===== config.mk =====
export PLATFORM = sky130hd
export DESIGN_NAME = image_frame_packer
export DESIGN_NICKNAME = d
export VERILOG_FILES = /design/src/rtl/ifp_pkg.sv /design/src/rtl/ifp_front.sv /design/src/rtl/ifp_queue.sv /design/src/rtl/ifp_back.sv /design/src/rtl/image_frame_packer.sv
export SDC_FILE = /design/constraint.sdc
export NUM_CORES = 1
export LEC_CHECK = 0
export BUFFER_PORTS_ARGS = -buffer_cell sky130_fd_sc_hd__buf_2
export CORE_ASPECT_RATIO = 0.8
export CORE_MARGIN = 4
export CORE_UTILIZATION = 40
export CTS_BUF_LIST = sky130_fd_sc_hd__clkbuf_4 sky130_fd_sc_hd__clkbuf_8
export DETAILED_ROUTE_END_ITERATION = 7
export PLACE_DENSITY = 0.63
export SYNTH_ARGS = -nofsm -noshare
export SYNTH_HDL_FRONTEND = slang
export SYNTH_HIERARCHICAL = 1
export SYNTH_SLANG_ARGS = --single-unit

===== constraint.sdc =====
create_clock -name clk_i -period 7.1 [get_ports clk_i]
set_input_delay 0.355 -clock clk_i [delete_from_list [all_inputs] [get_ports clk_i]]
set_output_delay 0.355 -clock clk_i [all_outputs]
set_load 0.01 [all_outputs]

===== src/rtl/ifp_pkg.sv =====
// Shared types and constants for the image frame packer.
package ifp_pkg;

  localparam int unsigned ByteW     = 8;
  localparam int unsigned DimW      = 8;
  localparam int unsigned PosW      = 16;
  localparam int unsigned CfgIdxW   = 2;
  localparam int unsigned NumSlots  = 9;
  localparam int unsigned SlotW     = 4;

  localparam logic [CfgIdxW-1:0] CfgHeight = 2'd0;
  localparam logic [CfgIdxW-1:0] CfgWidth  = 2'd1;
  localparam logic [CfgIdxW-1:0] CfgFormat = 2'd2;

  localparam logic FmtGray   = 1'b0;
  localparam logic FmtBinary = 1'b1;

  localparam logic [SlotW-1:0] SlotData  = 4'd4;
  localparam logic [SlotW-1:0] SlotFinal = 4'd8;

  localparam logic [ByteW-1:0] HeadOuter = 8'ha0;
  localparam logic [ByteW-1:0] HeadInner = 8'hff;
  localparam logic [ByteW-1:0] TailMark  = 8'hb0;
  localparam logic [ByteW-1:0] TailLf    = 8'h0a;
  localparam logic [ByteW-1:0] TailCr    = 8'h0d;

  typedef struct packed {
    logic             hdr;
    logic             data_vld;
    logic [ByteW-1:0] data;
    logic             tail;
  } job_t;

endpackage


===== src/rtl/ifp_front.sv =====
// Front end: tracks frame position, packs binary pixels and classifies each request.
module ifp_front (
  input  logic                       clk_i,
  input  logic                       rst_ni,
  input  logic [ifp_pkg::DimW-1:0]   image_height_i,
  input  logic [ifp_pkg::DimW-1:0]   image_width_i,
  input  logic                       pixel_format_i,
  input  logic                       pixel_valid_i,
  output logic                       pixel_ready_o,
  input  logic [ifp_pkg::ByteW-1:0]  pixel_i,
  input  logic                       q_full_i,
  output logic                       q_push_o,
  output ifp_pkg::job_t              q_job_o
);

  logic [ifp_pkg::PosW-1:0]  pos_q, pos_d;
  logic [ifp_pkg::ByteW-1:0] acc_q, acc_d;
  logic [ifp_pkg::PosW-1:0]  total;
  logic [ifp_pkg::PosW:0]    pos_inc;
  logic                      last;
  logic                      accept;
  logic [ifp_pkg::ByteW-1:0] acc_new;
  logic                      group_done;

  assign pixel_ready_o = !q_full_i;
  assign accept        = pixel_valid_i && pixel_ready_o;

  assign total      = ifp_pkg::PosW'(image_height_i) * ifp_pkg::PosW'(image_width_i);
  assign pos_inc    = {1'b0, pos_q} + {{ifp_pkg::PosW{1'b0}}, 1'b1};
  assign last       = pos_inc >= {1'b0, total};
  assign group_done = (pos_q[2:0] == 3'd7);
  assign acc_new    = (pixel_i != '0) ? (acc_q | (8'h80 >> pos_q[2:0])) : acc_q;

  always_comb begin
    q_job_o.hdr = (pos_q == '0);
    q_job_o.tail = last;
    if (pixel_format_i == ifp_pkg::FmtGray) begin
      q_job_o.data_vld = 1'b1;
      q_job_o.data     = pixel_i;
    end else begin
      q_job_o.data_vld = group_done;
      q_job_o.data     = acc_new;
    end
  end

  assign q_push_o = accept && (q_job_o.hdr || q_job_o.data_vld || q_job_o.tail);

  always_comb begin
    pos_d = pos_q;
    acc_d = acc_q;
    if (accept) begin
      if (last) begin
        pos_d = '0;
        acc_d = '0;
      end else begin
        pos_d = pos_inc[ifp_pkg::PosW-1:0];
        if (pixel_format_i == ifp_pkg::FmtBinary) begin
          acc_d = group_done ? '0 : acc_new;
        end
      end
    end
  end

  always_ff @(posedge clk_i or negedge rst_ni) begin
    if (!rst_ni) begin
      pos_q <= '0;
      acc_q <= '0;
    end else begin
      pos_q <= pos_d;
      acc_q <= acc_d;
    end
  end

endmodule


===== src/rtl/ifp_queue.sv =====
// Small request queue between front and back ends.
module ifp_queue #(
  parameter int unsigned Depth = 4
) (
  input  logic          clk_i,
  input  logic          rst_ni,
  input  logic          push_i,
  input  ifp_pkg::job_t push_job_i,
  output logic          full_o,
  input  logic          pop_i,
  output logic          head_valid_o,
  output ifp_pkg::job_t head_job_o
);

  localparam int unsigned PtrW = $clog2(Depth);
  localparam int unsigned CntW = $clog2(Depth + 1);
  localparam logic [PtrW-1:0] PtrLast = PtrW'(Depth - 1);

  ifp_pkg::job_t      mem_q [Depth];
  logic [PtrW-1:0]    wr_ptr_q, wr_ptr_d;
  logic [PtrW-1:0]    rd_ptr_q, rd_ptr_d;
  logic [CntW-1:0]    cnt_q, cnt_d;
  logic               do_push, do_pop;

  assign full_o       = (cnt_q == CntW'(Depth));
  assign head_valid_o = (cnt_q != '0);
  assign head_job_o   = mem_q[rd_ptr_q];
  assign do_push      = push_i && !full_o;
  assign do_pop       = pop_i && head_valid_o;

  always_comb begin
    wr_ptr_d = wr_ptr_q;
    rd_ptr_d = rd_ptr_q;
    cnt_d    = cnt_q;
    if (do_push) begin
      wr_ptr_d = (wr_ptr_q == PtrLast) ? '0 : wr_ptr_q + 1'b1;
    end
    if (do_pop) begin
      rd_ptr_d = (rd_ptr_q == PtrLast) ? '0 : rd_ptr_q + 1'b1;
    end
    if (do_push && !do_pop) begin
      cnt_d = cnt_q + 1'b1;
    end else if (do_pop && !do_push) begin
      cnt_d = cnt_q - 1'b1;
    end
  end

  always_ff @(posedge clk_i or negedge rst_ni) begin
    if (!rst_ni) begin
      wr_ptr_q <= '0;
      rd_ptr_q <= '0;
      cnt_q    <= '0;
    end else begin
      wr_ptr_q <= wr_ptr_d;
      rd_ptr_q <= rd_ptr_d;
      cnt_q    <= cnt_d;
    end
  end

  always_ff @(posedge clk_i) begin
    if (do_push) begin
      mem_q[wr_ptr_q] <= push_job_i;
    end
  end

endmodule


===== src/rtl/ifp_back.sv =====
// Back end: expands each request into header, data and trailer bytes.
module ifp_back (
  input  logic                      clk_i,
  input  logic                      rst_ni,
  input  logic                      head_valid_i,
  input  ifp_pkg::job_t             head_job_i,
  output logic                      pop_o,
  output logic                      out_valid_o,
  input  logic                      out_ready_i,
  output logic [ifp_pkg::ByteW-1:0] out_byte_o,
  output logic                      run_end_o,
  output logic                      frame_end_o
);

  logic [ifp_pkg::NumSlots-1:0] rem_q, rem_d;
  logic                         started_q, started_d;
  logic [ifp_pkg::NumSlots-1:0] full_mask, cur_mask, rest_mask;
  logic [ifp_pkg::SlotW-1:0]    slot;
  logic [ifp_pkg::ByteW-1:0]    slot_byte;
  logic                         advance, emit, job_done;

  logic                         out_valid_q, out_valid_d;
  logic [ifp_pkg::ByteW-1:0]    out_byte_q, out_byte_d;
  logic                         run_end_q, run_end_d;
  logic                         frame_end_q, frame_end_d;

  assign full_mask = {{4{head_job_i.tail}}, head_job_i.data_vld, {4{head_job_i.hdr}}};
  assign cur_mask  = started_q ? rem_q : full_mask;

  always_comb begin
    slot = ifp_pkg::SlotFinal;
    for (int i = ifp_pkg::NumSlots - 1; i >= 0; i--) begin
      if (cur_mask[i]) begin
        slot = ifp_pkg::SlotW'(i);
      end
    end
  end

  always_comb begin
    rest_mask       = cur_mask;
    rest_mask[slot] = 1'b0;
  end

  always_comb begin
    case (slot)
      4'd0, 4'd3:         slot_byte = ifp_pkg::HeadOuter;
      4'd1, 4'd2:         slot_byte = ifp_pkg::HeadInner;
      ifp_pkg::SlotData:  slot_byte = head_job_i.data;
      4'd5, 4'd6:         slot_byte = ifp_pkg::TailMark;
      4'd7:               slot_byte = ifp_pkg::TailLf;
      ifp_pkg::SlotFinal: slot_byte = ifp_pkg::TailCr;
      default:            slot_byte = ifp_pkg::TailCr;
    endcase
  end

  assign advance  = !out_valid_q || out_ready_i;
  assign emit     = advance && head_valid_i;
  assign job_done = (rest_mask == '0);
  assign pop_o    = emit && job_done;

  always_comb begin
    rem_d       = rem_q;
    started_d   = started_q;
    out_valid_d = out_valid_q;
    out_byte_d  = out_byte_q;
    run_end_d   = run_end_q;
    frame_end_d = frame_end_q;
    if (advance) begin
      out_valid_d = head_valid_i;
    end
    if (emit) begin
      out_byte_d  = slot_byte;
      run_end_d   = job_done;
      frame_end_d = (slot == ifp_pkg::SlotFinal);
      rem_d       = rest_mask;
      started_d   = !job_done;
    end
  end

  always_ff @(posedge clk_i or negedge rst_ni) begin
    if (!rst_ni) begin
      started_q   <= 1'b0;
      out_valid_q <= 1'b0;
    end else begin
      started_q   <= started_d;
      out_valid_q <= out_valid_d;
    end
  end

  always_ff @(posedge clk_i) begin
    rem_q       <= rem_d;
    out_byte_q  <= out_byte_d;
    run_end_q   <= run_end_d;
    frame_end_q <= frame_end_d;
  end

  assign out_valid_o = out_valid_q;
  assign out_byte_o  = out_byte_q;
  assign run_end_o   = run_end_q;
  assign frame_end_o = frame_end_q;

endmodule


===== src/rtl/image_frame_packer.sv =====
// Top level of the image frame packer: configuration registers and block wiring.
//
// Pixels enter on the pixel channel (pixel_valid_i/pixel_ready_o/pixel_i) in
// raster order; framed bytes leave on the out channel (out_valid_o/out_ready_i)
// with run_end_o on the last byte a pixel causes and frame_end_o on the final
// trailer byte. The first pixel of a frame is preceded by A0 FF FF A0, the last
// one is followed by B0 B0 0A 0D. Gray mode passes each pixel as a byte; binary
// mode packs eight pixels MSB first and drops a final partial byte.
// Configuration: cfg_we_i writes cfg_data_i into register cfg_index_i
// (0 height, 1 width, 2 format); write only while the block is idle.
// Requests wait in a queue; the back end registers each byte. Throughput: one
// pixel per cycle while the queue has room; the back end sends one byte per
// cycle while out_ready_i allows, so frame edges (up to nine bytes for one
// pixel) fill the request queue of QueueDepth entries and pause pixel_ready_o
// until an entry frees. Reset clears position, pack bits, queue and output
// valid; height and width return to 1, format to gray. A stalled receiver
// holds the output byte and backs up through the queue to the pixel channel.
module image_frame_packer #(
  parameter int unsigned QueueDepth = 4
) (
  input  logic                        clk_i,
  input  logic                        rst_ni,
  input  logic                        cfg_we_i,
  input  logic [ifp_pkg::CfgIdxW-1:0] cfg_index_i,
  input  logic [ifp_pkg::DimW-1:0]    cfg_data_i,
  input  logic                        pixel_valid_i,
  output logic                        pixel_ready_o,
  input  logic [ifp_pkg::ByteW-1:0]   pixel_i,
  output logic                        out_valid_o,
  input  logic                        out_ready_i,
  output logic [ifp_pkg::ByteW-1:0]   out_byte_o,
  output logic                        run_end_o,
  output logic                        frame_end_o
);

  logic [ifp_pkg::DimW-1:0] image_height_q;
  logic [ifp_pkg::DimW-1:0] image_width_q;
  logic                     pixel_format_q;

  logic          q_full, q_push, q_pop, q_head_valid;
  ifp_pkg::job_t q_push_job, q_head_job;

  always_ff @(posedge clk_i or negedge rst_ni) begin
    if (!rst_ni) begin
      image_height_q <= 8'd1;
      image_width_q  <= 8'd1;
      pixel_format_q <= ifp_pkg::FmtGray;
    end else if (cfg_we_i) begin
      case (cfg_index_i)
        ifp_pkg::CfgHeight: image_height_q <= cfg_data_i;
        ifp_pkg::CfgWidth:  image_width_q  <= cfg_data_i;
        ifp_pkg::CfgFormat: pixel_format_q <= cfg_data_i[0];
        default: ;
      endcase
    end
  end

  ifp_front u_front (
    .clk_i          (clk_i),
    .rst_ni         (rst_ni),
    .image_height_i (image_height_q),
    .image_width_i  (image_width_q),
    .pixel_format_i (pixel_format_q),
    .pixel_valid_i  (pixel_valid_i),
    .pixel_ready_o  (pixel_ready_o),
    .pixel_i        (pixel_i),
    .q_full_i       (q_full),
    .q_push_o       (q_push),
    .q_job_o        (q_push_job)
  );

  ifp_queue #(
    .Depth (QueueDepth)
  ) u_queue (
    .clk_i        (clk_i),
    .rst_ni       (rst_ni),
    .push_i       (q_push),
    .push_job_i   (q_push_job),
    .full_o       (q_full),
    .pop_i        (q_pop),
    .head_valid_o (q_head_valid),
    .head_job_o   (q_head_job)
  );

  ifp_back u_back (
    .clk_i        (clk_i),
    .rst_ni       (rst_ni),
    .head_valid_i (q_head_valid),
    .head_job_i   (q_head_job),
    .pop_o        (q_pop),
    .out_valid_o  (out_valid_o),
    .out_ready_i  (out_ready_i),
    .out_byte_o   (out_byte_o),
    .run_end_o    (run_end_o),
    .frame_end_o  (frame_end_o)
  );

endmodule


After elaboration in Yosys (flattened, before gate mapping) --
Memories as Yosys holds them, arrays and structs flattened. Cells that the tools add are included. W data, S select, Z words.
Storage, ports and cells: output and inout port bits 12, memories kept 1, input bits 23, flip-flop bits (word level) 69, word-level logic and storage cells 98, RAM bits 44
Cells by class: equal/unequal tests 14, reductions and logical operators 32, multiplexer cells 24, bitwise operators 3, shift operators 1, $mul 1, add/sub/neg operators 5, order comparisons 3
Memory list:
- u_queue.mem_q | depth 4, bits a word 11, rd ports 1, clocked after memory_dff 0, wr ports 1, line ifp_queue.sv:19 | ifp_pkg::job_t mem_q [Depth];
Operators by type and width (count):
- $pmux W8 S5 | 1
- $mux W4 | 8
- $mux W8 | 4
- $mux W9 | 2
- $add A16 B1 Y17 const B | 1
- $ge A17 B16 Y1 | 1
- $eq A4 B3 Y1 const B | 4
- $logic_not A16 Y1 | 1
- $mul A8 B8 Y16 | 1
- $mux W16 | 1
- $and A9 B9 Y9 | 1
- $logic_and A1 B1 Y1 | 9
- $logic_not A9 Y1 | 1
- $not A9 Y9 | 1
- $eq A4 B2 Y1 const B | 2
- $or A8 B8 Y8 | 1
- $reduce_and A2 Y1 | 4
- $reduce_bool A8 Y1 | 1
- $shr A8 B3 Y8 const A | 1
- $eq A2 B2 Y1 const B | 3
- $eq A3 B3 Y1 const B | 2
- $mux W3 | 2
- $reduce_or A2 Y1 | 3
- $logic_not A1 Y1 | 5
- other kinds (16) | 23

Logic depth before layout (Yosys ltp) --
An unclocked memory read counts as a cell.
depth after elaboration 22, depth in mapped cells 30, depth with buffers taken out 30

Cells and area by module --
Netlist, hierarchy kept.
Modules (own cells, without submodules):
- ifp_front | area each 4021.4 um^2, cells an instance 479, sequential area each 600.6 um^2, instances 1
- ifp_queue | area each 2067.0 um^2, cells an instance 94, sequential area each 1496.4 um^2, instances 1
- ifp_back | area each 1162.4 um^2, cells an instance 111, sequential area each 620.6 um^2, instances 1
- image_frame_packer | area each 656.9 um^2, cells an instance 37, sequential area each 427.9 um^2, instances 1

Least setup slack after synthesis --
No wires, ideal clock.
kind reg-to-reg, start point reg image_height_q[1] (netlist bit), end point reg u_queue.cnt_q[1], buffers on the path 0, arrival time 6.802 ns, required time 6.975 ns, clock period less this slack 6.927 ns, setup time 0.125 ns, slack 0.173 ns, cell stages (with the launch flop) 28, cell sequence dfrtp_1 -> and2_1 -> fa_1 -> fa_1 -> fa_1 -> inv_1 -> fa_1 -> inv_1 -> ha_1 -> or2_2 -> a21o_1 -> a21boi_0 -> a41o_1 -> nor2_1 -> xor2_1 -> ha_1 -> and4_1 -> a21oi_1 -> nand2_1 -> o41ai_4 -> and2_1 -> inv_2 -> o31a_1 -> nor2b_2 -> ha_1 -> inv_1 -> fa_1 -> mux2_2
On the way: elaborated cells on any way between the ends 10, those cells by class mul (1); order compare (1); mux (1); reduce/logical (7)
RTL lines:
- start: declaration | line image_frame_packer.sv:36 | logic [ifp_pkg::DimW-1:0] image_height_q;
- start signal: assignment | line image_frame_packer.sv:50 | ifp_pkg::CfgHeight: image_height_q <= cfg_data_i;
- $mul A8 B8 Y16 | line ifp_front.sv:28 | assign total = ifp_pkg::PosW'(image_height_i) * ifp_pkg::PosW'(image_width_i);
- $ge A17 B16 Y1 | line ifp_front.sv:30 | assign last = pos_inc >= {1'b0, total};
- net u_front.last | line ifp_front.sv:20 | logic last;
- $logic_or A1 B1 Y1 | line ifp_front.sv:46 | assign q_push_o = accept && (q_job_o.hdr || q_job_o.data_vld || q_job_o.tail);
- $logic_and A1 B1 Y1 | line ifp_front.sv:46
- net q_push | line image_frame_packer.sv:40 | logic q_full, q_push, q_pop, q_head_valid;
- $logic_and A1 B1 Y1 | line ifp_queue.sv:28 | assign do_push = push_i && !full_o;
- net u_queue.do_push | line ifp_queue.sv:23 | logic do_push, do_pop;
- $logic_and A1 B1 Y1 | line ifp_queue.sv:41 | if (do_push && !do_pop) begin
- $mux W3 | line ifp_queue.sv:41
- net u_queue.cnt_d[1] | line ifp_queue.sv:22 | logic [CntW-1:0] cnt_q, cnt_d;
- end signal: assignment | line ifp_queue.sv:56 | cnt_q <= cnt_d;
- end: declaration | line ifp_queue.sv:22
The timed path passes the listed nets, and every way through them passes these cells. A chain may end at the register's enable or synchronous reset.

==> results.toml <==
[yosys]
avgSynthCellArea_sq_um = 11.0
synthArstFlopShare_pct = 44.2
ys_ff_latch = 113
syn_nets = 845
yosysWarnings = 6
synth_top_area_share_pct = 23.9
yosysSeqAreaShare_pct = 39.8
synth_cell_types = 70
synth_cells = 721
yosys-top-cells-area = "edfxtp_1 (24%), dfrtp_1 (15%), ha_1 (10%)"
yosysTopAreaCell = "edfxtp_1"
synthFlopType = "edfxtp_1"
syn_area_sq_um = 7910
synth-edff-count = 63

[global_routing]
gr-total-overflow = 0
grt.total_usage_pct = 16.1
grt_max_degree = 51
grt_pass1_vias = 5310
antenna_found_initial = 0
grt_pass1_wl_um = 27800

[floorplan]
die_y_um = 134
die_w_um = 165
coreArea_sq_um = 19200
dieArea_sq_um = 22100
initial_utilization_pct = 41.2
num_rows = 45
ios = 35

[clock_tree]
clk_latency_ns = 0.45
cts_buffer_depth = 2
cts_hold_buf = 0
cts-buffers-inserted = 17
cts-htree-levels = 4
clock_sinks = 113
cts.clk_slew.worst_paths_ns = 0.08
root_buffer = "clkbuf_8"
cts_tree = "done"

[cells_and_area]
final_nets = 918
final_cell_mix = "inv_1 (71), edfxtp_1 (63), ha_1 (62)"
syn2layout_area_growth_pct = 14.2
layoutNonFillerInstCount = 1065
stdcell_area_sq_um = 9030
fin_util_pct = 47.1
drive_gt1_share_pct = 19.8
antennaDiodeCount = 0
final_common_cell = "inv_1"

[power]
leakage_nw = 4.03
p_per_area_nw_per_um2 = 495
power_mw = 4.47
ir_worst_vdd_mv = 0.243

[timing]
holdWs_ns = 0.0229
max_freq_mhz = 147
slew_viol_final = 0
post-route-period-util_pct = 96.0
rsz0062_at_grt = "yes"
finClkSkew_ns = 0.0183
setup_viol_count_final = 0
max_slew_margin_pct = 44.8
fin_crit_ns = 6.81
finalHoldViolCount = 0
worstMarginPinSlew_ns = 0.828

[detailed_routing]
drt_iter0_markers = 439
remaining_drc_errors = 0
antenna_left = 0
drt-vias-per-instance = 5.15
drt_wl_total_um = 16700
wl_per_cell_um = 15.7
vias = 5486
firstDrtPassIters = 5

[job]
drv_cap = 0

[placement]
placed_cell_area_sq_um = 8540
io_buffers = 34
place_congestion = 0.849
place_inst = 1028
place_hpwl_um = 12400

[critical_path]
cp-end-kind = "flip-flop"
crit_required_ns = 7.43
reg2reg_slack_ns = 0.29
cp.arrival_ns = 7.15
critPathLaunch = "image_height_q[3]$_DFFE_PN0P_"
startpoint_type = "flip-flop"
cp_max_fo = 4
crit-reg2reg-launch = "image_height_q[3]$_DFFE_PN0P_"
path_class = "reg -> reg"

[worst_hold_path]
min_path_type = "in -> async"

[status]
status = "finished clean"
[registers in the layout (all words and copies together), names as in the netlist, 2 cells and up]
| signal | cells |
|---|---|
| image_width_q | 8 |
| u_front/acc_q | 8 |
| u_queue/mem_q | 44 |
| u_front/pos_q | 16 |
| u_queue/cnt_q | 3 |
| u_queue/rd_ptr_q | 2 |
| u_back/rem_q | 9 |
| u_queue/wr_ptr_q | 2 |
| u_back/out_byte_o | 8 |
| image_height_q | 8 |
[layer usage]
metal  up-vias  routed length, um  global-route usage, %  share of wire, %
met5         -                  0                      0                 0
met4         0                150                   4.39              0.90
met3        14                871                   3.96               5.2
met2       131               6550                   20.4                39
met1      2638               9180                   26.6                55
li1       2703                  -                      -                 -
[cell usage after synthesis, drive strengths merged (2+ instances only)]
| library cell | instances |
|---|---|
| nor2b | 9 |
| o22ai | 8 |
| nand3 | 13 |
| o21ai | 22 |
| and4 | 4 |
| a31oi | 11 |
| nand2b | 5 |
| a21boi | 3 |
| mux2 | 22 |
| a21o | 10 |
| xnor2 | 12 |
| clkbuf | 6 |
| inv | 73 |
| dfrtp | 48 |
| nand3b | 6 |
| xor2 | 11 |
| nor3 | 8 |
| a22o | 2 |
| dfstp | 2 |
| o211ai | 9 |
| fa | 37 |
| and2 | 59 |
| edfxtp | 63 |
| nor2 | 41 |
| a211o | 3 |
| nor3b | 3 |
| nand2 | 62 |
| o41ai | 2 |
| nor4 | 7 |
| o31ai | 4 |
| ha | 64 |
| a21oi | 39 |
| o31a | 2 |
| buf | 7 |
| and3 | 12 |
| mux4 | 11 |
| nand4 | 6 |
[path summary, 6_finish.rpt]
check	to	depth (start not counted)
setup / recovery	u_queue/cnt_q[1]$_DFFE_PN0P_	27
hold / removal	u_front/pos_q[9]$_DFFE_PN0P_	2
setup reg to reg	u_queue/cnt_q[1]$_DFFE_PN0P_	27
hold reg to reg	u_front/acc_q[0]$_DFFE_PN0P_	1
max in group asynchronous	image_height_q[3]$_DFFE_PN0P_	2
min in group clk_i	image_height_q[6]$_DFFE_PN0P_	2
[report_power, final]
group	internal (mW)	switching, mW	leakage [nW]
clock	0.323	0.285	0.183
combinational	1.26	1.48	2.64
sequential	0.947	0.171	1.21
[through the flow]
| step | setup TNS [ns] | worst slack (ns) |
|---|---|---|
| after detailed placement | -0.0172 | -0.0172 |
| after global routing | -0.0315 | -0.0239 |
| after floorplan | 0 | 0.173 |
| final | 0 | 0.285 |
| after global placement | 0 | 0.0433 |
| after CTS | 0 | 0.0247 |
[critical path: stages, from the launching register on]
cell	delay, ns
dfrtp_2	0.43
and2_4	0.16
fa_1	0.50
fa_1	0.53
fa_1	0.51
inv_2	0.04
fa_1	0.47
inv_1	0.04
ha_1	0.28
or2_2	0.29
a21o_1	0.18
a21boi_2	0.17
a41o_1	0.27
nor2_1	0.13
xor2_1	0.17
ha_1	0.27
and3_1	0.18
o21ai_1	0.16
nand2_1	0.11
o41ai_4	0.25
and2_4	0.20
inv_2	0.03
o31a_1	0.25
nor2b_4	0.14
ha_4	0.17
inv_1	0.08
fa_2	0.42
mux2_2	0.26
[timing repair]
| item | CTS | global route |
|---|---|---|
| pin swaps | 2 | 19 |
| gates cloned | 0 | 0 |
| hold endpoints to repair | 0 | 0 |
| gates resized for setup | 2 | 16 |
| endpoints found under the setup margin | 1 | 46 |
| setup buffers | 0 | 5 |
[area by class of cell]
cell class	instances	area (sq um)
clock buffer	19	255
clock inverter	13	136
sequential	113	3150
inverter	73	274
tap	258	323
multi-input combinational	522	4480
fill	1763	10200
timing repair buffer	67	418
[cells by family (layout without fill, tap and decap cells)]
logic type,Yosys count,in the layout,synth area share [%]
buffers and inverters,86,172,4.32
flip-flops,113,113,39.8
multiplexers,33,33,6.65
XOR/XNOR,23,23,2.55
AO/OA/AOI/OAI,125,125,10.6
AND/OR/NAND/NOR,239,239,16.6
adder cells (fa/ha/maj),101,101,19.5
other,1,1,0.0474
Note: power is estimated with default switching activity, not from simulation.
